`src/rtl/u8d_pkg.sv`:
```
// shared constants for the utf-8 stream decoder
package u8d_pkg;

   localparam int unsigned CP_W   = 21;
   localparam int unsigned BYTE_W = 8;
   localparam int unsigned CNT_W  = 2;

   // replacement character '?'
   localparam logic [CP_W-1:0] REPL_CP = 21'd63;

   // lead byte payload masks
   localparam logic [BYTE_W-1:0] LEAD2_MASK = 8'h1F;
   localparam logic [BYTE_W-1:0] LEAD3_MASK = 8'h0F;
   localparam logic [BYTE_W-1:0] LEAD4_MASK = 8'h07;

   // continuation bytes still expected after each lead form
   localparam logic [CNT_W-1:0] NEED_LEAD2 = 2'd1;
   localparam logic [CNT_W-1:0] NEED_LEAD3 = 2'd2;
   localparam logic [CNT_W-1:0] NEED_LEAD4 = 2'd3;

endpackage

```
`src/rtl/utf8_stream_decoder.sv`:
```
// utf-8 stream decoder top level: byte decode and result run sequencer
//
//   channel | direction | ports                                     | handshake
//   req     | in        | req_text_byte                             | req_valid / req_stall
//   rsp     | out       | rsp_code_point, rsp_text_end, rsp_run_last | rsp_valid / rsp_stall
//
// a byte is decoded in the cycle it is accepted; its results (0 to 4) are held in a
// run register and delivered one per cycle while rsp_stall is low, so one byte per
// cycle is sustained while each byte gives at most one result and rsp_stall is low.
// the next byte is accepted in the same cycle as the last result of the current run.
// reset (synchronous, active high) clears the pending sequence and the run register.
// rsp_stall holds the run; req_stall rises while a run is still pending.
module utf8_stream_decoder (
   input  logic                        clock,
   input  logic                        reset,
   input  logic                        req_valid,
   output logic                        req_stall,
   input  logic [u8d_pkg::BYTE_W-1:0]  req_text_byte,
   output logic                        rsp_valid,
   input  logic                        rsp_stall,
   output logic [u8d_pkg::CP_W-1:0]    rsp_code_point,
   output logic                        rsp_text_end,
   output logic                        rsp_run_last
);

   // sequence state
   logic [u8d_pkg::CP_W-1:0]  part_ff,  part_in;
   logic [u8d_pkg::CNT_W-1:0] need_ff,  need_in;
   logic [u8d_pkg::CNT_W-1:0] seen_ff,  seen_in;

   // run register: replacement count then an optional final result
   logic [u8d_pkg::CNT_W-1:0] rep_ff,   rep_in;
   logic                      fin_vld_ff, fin_vld_in;
   logic [u8d_pkg::CP_W-1:0]  fin_cp_ff,  fin_cp_in;
   logic                      fin_end_ff, fin_end_in;

   // decode results for the incoming byte
   logic [u8d_pkg::CNT_W-1:0] dec_rep;
   logic                      dec_fin_vld;
   logic [u8d_pkg::CP_W-1:0]  dec_fin_cp;
   logic                      dec_fin_end;
   logic [u8d_pkg::CP_W-1:0]  cont_val;
   logic                      is_cont;

   logic req_fire;
   logic rsp_fire;

   // output side of the run register
   assign rsp_valid      = (rep_ff != '0) || fin_vld_ff;
   assign rsp_code_point = (rep_ff != '0) ? u8d_pkg::REPL_CP : fin_cp_ff;
   assign rsp_text_end   = (rep_ff == '0) && fin_end_ff;
   assign rsp_run_last   = (rep_ff == '0) ||
                           ((rep_ff == u8d_pkg::CNT_W'(1)) && !fin_vld_ff);

   assign rsp_fire  = rsp_valid && !rsp_stall;
   assign req_stall = rsp_valid && !(rsp_run_last && !rsp_stall);
   assign req_fire  = req_valid && !req_stall;

   assign is_cont  = (req_text_byte[7:6] == 2'b10);
   assign cont_val = {part_ff[u8d_pkg::CP_W-7:0], req_text_byte[5:0]};

   // byte decode against the pending sequence
   always_comb begin
      dec_rep     = '0;
      dec_fin_vld = 1'b0;
      dec_fin_cp  = '0;
      dec_fin_end = 1'b0;
      part_in     = part_ff;
      need_in     = need_ff;
      seen_in     = seen_ff;
      if ((need_ff != '0) && is_cont) begin
         if (need_ff == u8d_pkg::CNT_W'(1)) begin
            dec_fin_vld = 1'b1;
            dec_fin_cp  = cont_val;
            part_in     = '0;
            need_in     = '0;
            seen_in     = '0;
         end else begin
            part_in = cont_val;
            need_in = need_ff - u8d_pkg::CNT_W'(1);
            seen_in = seen_ff + u8d_pkg::CNT_W'(1);
         end
      end else begin
         // broken sequence flushes its buffered bytes first
         if (need_ff != '0) begin
            dec_rep = seen_ff;
         end
         part_in = '0;
         need_in = '0;
         seen_in = '0;
         case (req_text_byte) inside
            8'h00: begin
               dec_fin_vld = 1'b1;
               dec_fin_end = 1'b1;
            end
            [8'h01:8'h7F]: begin
               dec_fin_vld = 1'b1;
               dec_fin_cp  = u8d_pkg::CP_W'(req_text_byte);
            end
            [8'hC0:8'hDF]: begin
               part_in = u8d_pkg::CP_W'(req_text_byte & u8d_pkg::LEAD2_MASK);
               need_in = u8d_pkg::NEED_LEAD2;
               seen_in = u8d_pkg::CNT_W'(1);
            end
            [8'hE0:8'hEF]: begin
               part_in = u8d_pkg::CP_W'(req_text_byte & u8d_pkg::LEAD3_MASK);
               need_in = u8d_pkg::NEED_LEAD3;
               seen_in = u8d_pkg::CNT_W'(1);
            end
            [8'hF0:8'hF7]: begin
               part_in = u8d_pkg::CP_W'(req_text_byte & u8d_pkg::LEAD4_MASK);
               need_in = u8d_pkg::NEED_LEAD4;
               seen_in = u8d_pkg::CNT_W'(1);
            end
            default: begin
               // stray continuation or invalid lead
               dec_fin_vld = 1'b1;
               dec_fin_cp  = u8d_pkg::REPL_CP;
            end
         endcase
      end
   end

   // run register next value: load on request, step on delivery
   always_comb begin
      rep_in     = rep_ff;
      fin_vld_in = fin_vld_ff;
      fin_cp_in  = fin_cp_ff;
      fin_end_in = fin_end_ff;
      if (req_fire) begin
         rep_in     = dec_rep;
         fin_vld_in = dec_fin_vld;
         fin_cp_in  = dec_fin_cp;
         fin_end_in = dec_fin_end;
      end else if (rsp_fire) begin
         if (rep_ff != '0) begin
            rep_in = rep_ff - u8d_pkg::CNT_W'(1);
         end else begin
            fin_vld_in = 1'b0;
         end
      end
   end

   // state registers
   always_ff @(posedge clock) begin
      if (reset) begin
         part_ff    <= '0;
         need_ff    <= '0;
         seen_ff    <= '0;
         rep_ff     <= '0;
         fin_vld_ff <= 1'b0;
      end else begin
         if (req_fire) begin
            part_ff <= part_in;
            need_ff <= need_in;
            seen_ff <= seen_in;
         end
         rep_ff     <= rep_in;
         fin_vld_ff <= fin_vld_in;
      end
   end

   // run payload
   always_ff @(posedge clock) begin
      fin_cp_ff  <= fin_cp_in;
      fin_end_ff <= fin_end_in;
   end

`ifndef SYNTHESIS
   a_req_only_at_run_end: assert property (@(posedge clock) disable iff (reset)
      req_fire |-> (!rsp_valid || (rsp_fire && rsp_run_last)))
      else $error("request accepted while a run is still pending");

   a_pending_has_lead: assert property (@(posedge clock) disable iff (reset)
      (need_ff != '0) |-> (seen_ff != '0))
      else $error("sequence pending with no buffered lead");

   a_seq_length: assert property (@(posedge clock) disable iff (reset)
      (need_ff != '0) |-> ((3'(need_ff) + 3'(seen_ff)) <= 3'd4))
      else $error("sequence length beyond four bytes");

   a_run_drains: assert property (@(posedge clock) disable iff (reset)
      (rsp_fire && rsp_run_last && !req_fire) |=> !rsp_valid)
      else $error("run register not empty after last result");

   a_end_marker: assert property (@(posedge clock) disable iff (reset)
      (rsp_valid && rsp_text_end) |-> (rsp_run_last && (rsp_code_point == '0)))
      else $error("end marker not last or not zero");
`endif

endmodule
```
`config.mk`:
```
export PLATFORM = sky130hd
export DESIGN_NAME = utf8_stream_decoder
export DESIGN_NICKNAME = d
export VERILOG_FILES = /design/src/rtl/u8d_pkg.sv /design/src/rtl/utf8_stream_decoder.sv
export SDC_FILE = /design/constraint.sdc
export NUM_CORES = 1
export LEC_CHECK = 0
export ABC_AREA = 1
export ABC_CLOCK_PERIOD_IN_PS = 1700
export BUFFER_PORTS_ARGS = -buffer_cell sky130_fd_sc_hd__buf_2
export CORE_AREA = 2 2 68 70
export CTS_CLUSTER_DIAMETER = 150
export DETAILED_ROUTE_END_ITERATION = 8
export DIE_AREA = 0 0 70 72
export HOLD_SLACK_MARGIN = 0.1
export PLACE_DENSITY = 0.83
export SYNTH_ARGS = -nofsm -noshare
export SYNTH_HDL_FRONTEND = slang
export SYNTH_SLANG_ARGS = --single-unit
export TNS_END_PERCENT = 20
```
`constraint.sdc`:
```
create_clock -name clock -period 1.7 [get_ports clock]
set_input_delay 0.34 -clock clock [delete_from_list [all_inputs] [get_ports clock]]
set_output_delay 0.34 -clock clock [all_outputs]
set_load 0.005 [all_outputs]
```
==> out/qor.yml <==
timing:
  rsz0062_at_grt: "true"
  maxSlewViolCount: 0
  fmax_ghz: 0.585
  max-slew-margin-rel: 0.785
  fin_ws_ns: -0.00848
  fin_worst_skew_ns: 0.00552
  final.min_clock_period_ns: 1.71
  holdWs_ns: 0.328
  worst_pin_slew_ns: 0.319
  setup_viol: 1
  fin_crit_sh: 1.00
  hold_viol_final: 0
cts:
  cts.clk_slew.worst_paths_ns: 0.09
  cts_root_buf: "clkbuf_8"
  cts.sinks: 44
  htreeDepth: 2
  hold_buffers: 0
  clk_latency_ns: 0.30
  cts_made_buffers: 5
  cts_tree: "done"
  clock_path_buffers: 2
logic_synthesis:
  syn_nets: 295
  yosysWarnings: 0
  synth_fa_ha_area_frac: 0.0227
  synth_area_leaders: "edfxtp_1 (30%), dfxtp_1 (20%), nand2_1 (11%)"
  yosysTopAreaCell: "edfxtp_1"
  synth_top_family_by_area: "simple AND/OR/NAND/NOR gates"
  synth_area_um2: 2210
  syn_inst: 279
  ys_seq_area_frac: 0.499
  muxShareOfSynthArea: 0
  synth-simple-area-share: 0.277
  ys_ff_latch: 44
  synth_compound_area_frac: 0.0833
  ys_types: 24
  synthXorXnorAreaFrac: 0
  syn_area_per_cell_um2: 7.92
  synth_top_area_frac: 0.299
layout:
  synthToLayoutAreaGrowth_pct: 21.1
  layout-drive-gt1-share: 0.242
  mostFrequentLayoutCell: "nand2_1"
  final_cell_mix: "nand2_1 (62), inv_1 (48), buf_2 (35)"
  utilization: 0.627
  antenna-diode-count: 0
  num-nets-final: 341
  design_area_um2: 2680
place:
  place_congestion: 0.837
  pre_cts_slack_ns: 0.113
  port_buffers: 36
  place_area_um2: 2480
  dp.final_hpwl_um: 3200
grt:
  grtUsageTotal: 0.191
  antenna_found_initial: 0
  grt_start_max_net_pins: 23
  grt_overflow: 0
  first_global_vias: 1824
  grt_pass1_wl_um: 7710
worst_setup_path:
  critPathKind: "reg -> out"
  end_kind: "output pin"
  cp.arrival_ns: 1.37
  cp.required_ns: 1.36
  worstPathMaxFanout: 5
  cp-start-kind: "register"
floorplan:
  core_area_um2: 4260
  fp.dieW_um: 70
  start_util: 0.518
  fp-row-count: 24
  io_pins: 37
  die_h_um: 72
  dieArea_um2: 5040
power_and_ir_drop:
  p_per_area_nw_per_um2: 1620
  leakagePower_nw: 1.27
  total_power_mw: 4.34
  ir_drop_mv: 0.754
routing:
  viasPerCell: 5.10
  wire_per_inst_um: 12.4
  ant_nets: 0
  vias: 1927
  drt_wl_total_um: 4690
  drtIter0Drc: 194
  drc: 0
  drt_pass1_iterations: 4
outcome:
  status: "finished, violations left"
  violations: "setup timing"
min_path:
  hold_class: "in -> reg"
job:
  max-cap-violations: 0
synth_stat cells:
master and n:
nand3_2 2, edfxtp_1 22, nand2_2 1, o21ai_2 1
nand2_4 4, dfxtp_1 22, a21oi_1 23, nand2_1 62
o21ai_0 10, nand4_1 4, o21ai_1 2, clkbuf_1 2
buf_2 3, ha_1 4, buf_6 3, nor2_4 1
inv_4 1, nand3_1 20, inv_1 50, nor3_1 3
nor2_1 28, nor3b_1 1, or2_2 7, inv_2 3
cell type report:
cell class / instances / area [um^2]
inverter: 54 / 208
timing repair buffer: 47 / 310
fill: 352 / 1590
multi-input combinational: 173 / 873
sequential: 44 / 1100
clock buffer: 7 / 108
clock inverter: 1 / 8.76
tap: 52 / 65.1
cell families after synthesis:
kind of cell | count (synthesis)
buf+inv | 62
flops | 44
compound gates | 36
fa+ha+maj | 4
simple gates | 133
state kept, by name (all words and copies together) (netlist names):
| register | cells |
|---|---|
| fin_cp_ff | 21 |
| fin_end_ff | 1 |
| fin_vld_ff | 1 |
| need_ff | 2 |
| part_ff | 15 |
| rep_ff | 2 |
| seen_ff | 2 |
repair_timing:
action,CTS,global route
setup buffers,0,3
pin swaps,1,1
resized for setup,5,9
endpoints found under the setup margin,24,23
hold endpoints to repair,0,0
where the power goes:
group | internal, mW | switching [mW] | leakage [nW]
clock | 0.421 | 0.364 | 0.0596
sequential | 1.42 | 0.118 | 0.390
combinational | 0.896 | 1.12 | 0.816
through the flow:
| stage | TNS, ns | instances |
|---|---|---|
| finish | -0.00848 | 378 |
| global route | -0.397 | 378 |
| CTS | 0 | 375 |
| detailed placement | 0 | 367 |
| global placement | 0 | 367 |
| floorplan | 0 | 279 |
worst paths after layout:
kind	depth (start not counted)	slack (ns)	endpoint	from
worst max-delay path	7	-0.008	req_stall	rep_ff[0]
worst min-delay path	3	0.33	part_ff[5]	req_text_byte[5]
worst max register to register	9	0.13	part_ff[0]	rep_ff[0]
worst min register to register	2	0.47	part_ff[11]	part_ff[11]
layer usage:
metal	global-route usage	vias up	part of all wire
met2	0.356	68	0.51
met3	0.0486	10	0.064
met5	0	-	0
met1	0.213	879	0.41
li1	-	970	-
met4	0.0662	0	0.019
critical path, cell delays in order (launching register included):
cell	delay (ns)
dfxtp_2	0.36
inv_2	0.06
ha_4	0.19
buf_12	0.13
nand2_4	0.07
nand2_4	0.07
nand2_4	0.09
buf_6	0.10
Note: power is estimated with default switching activity, not from simulation.
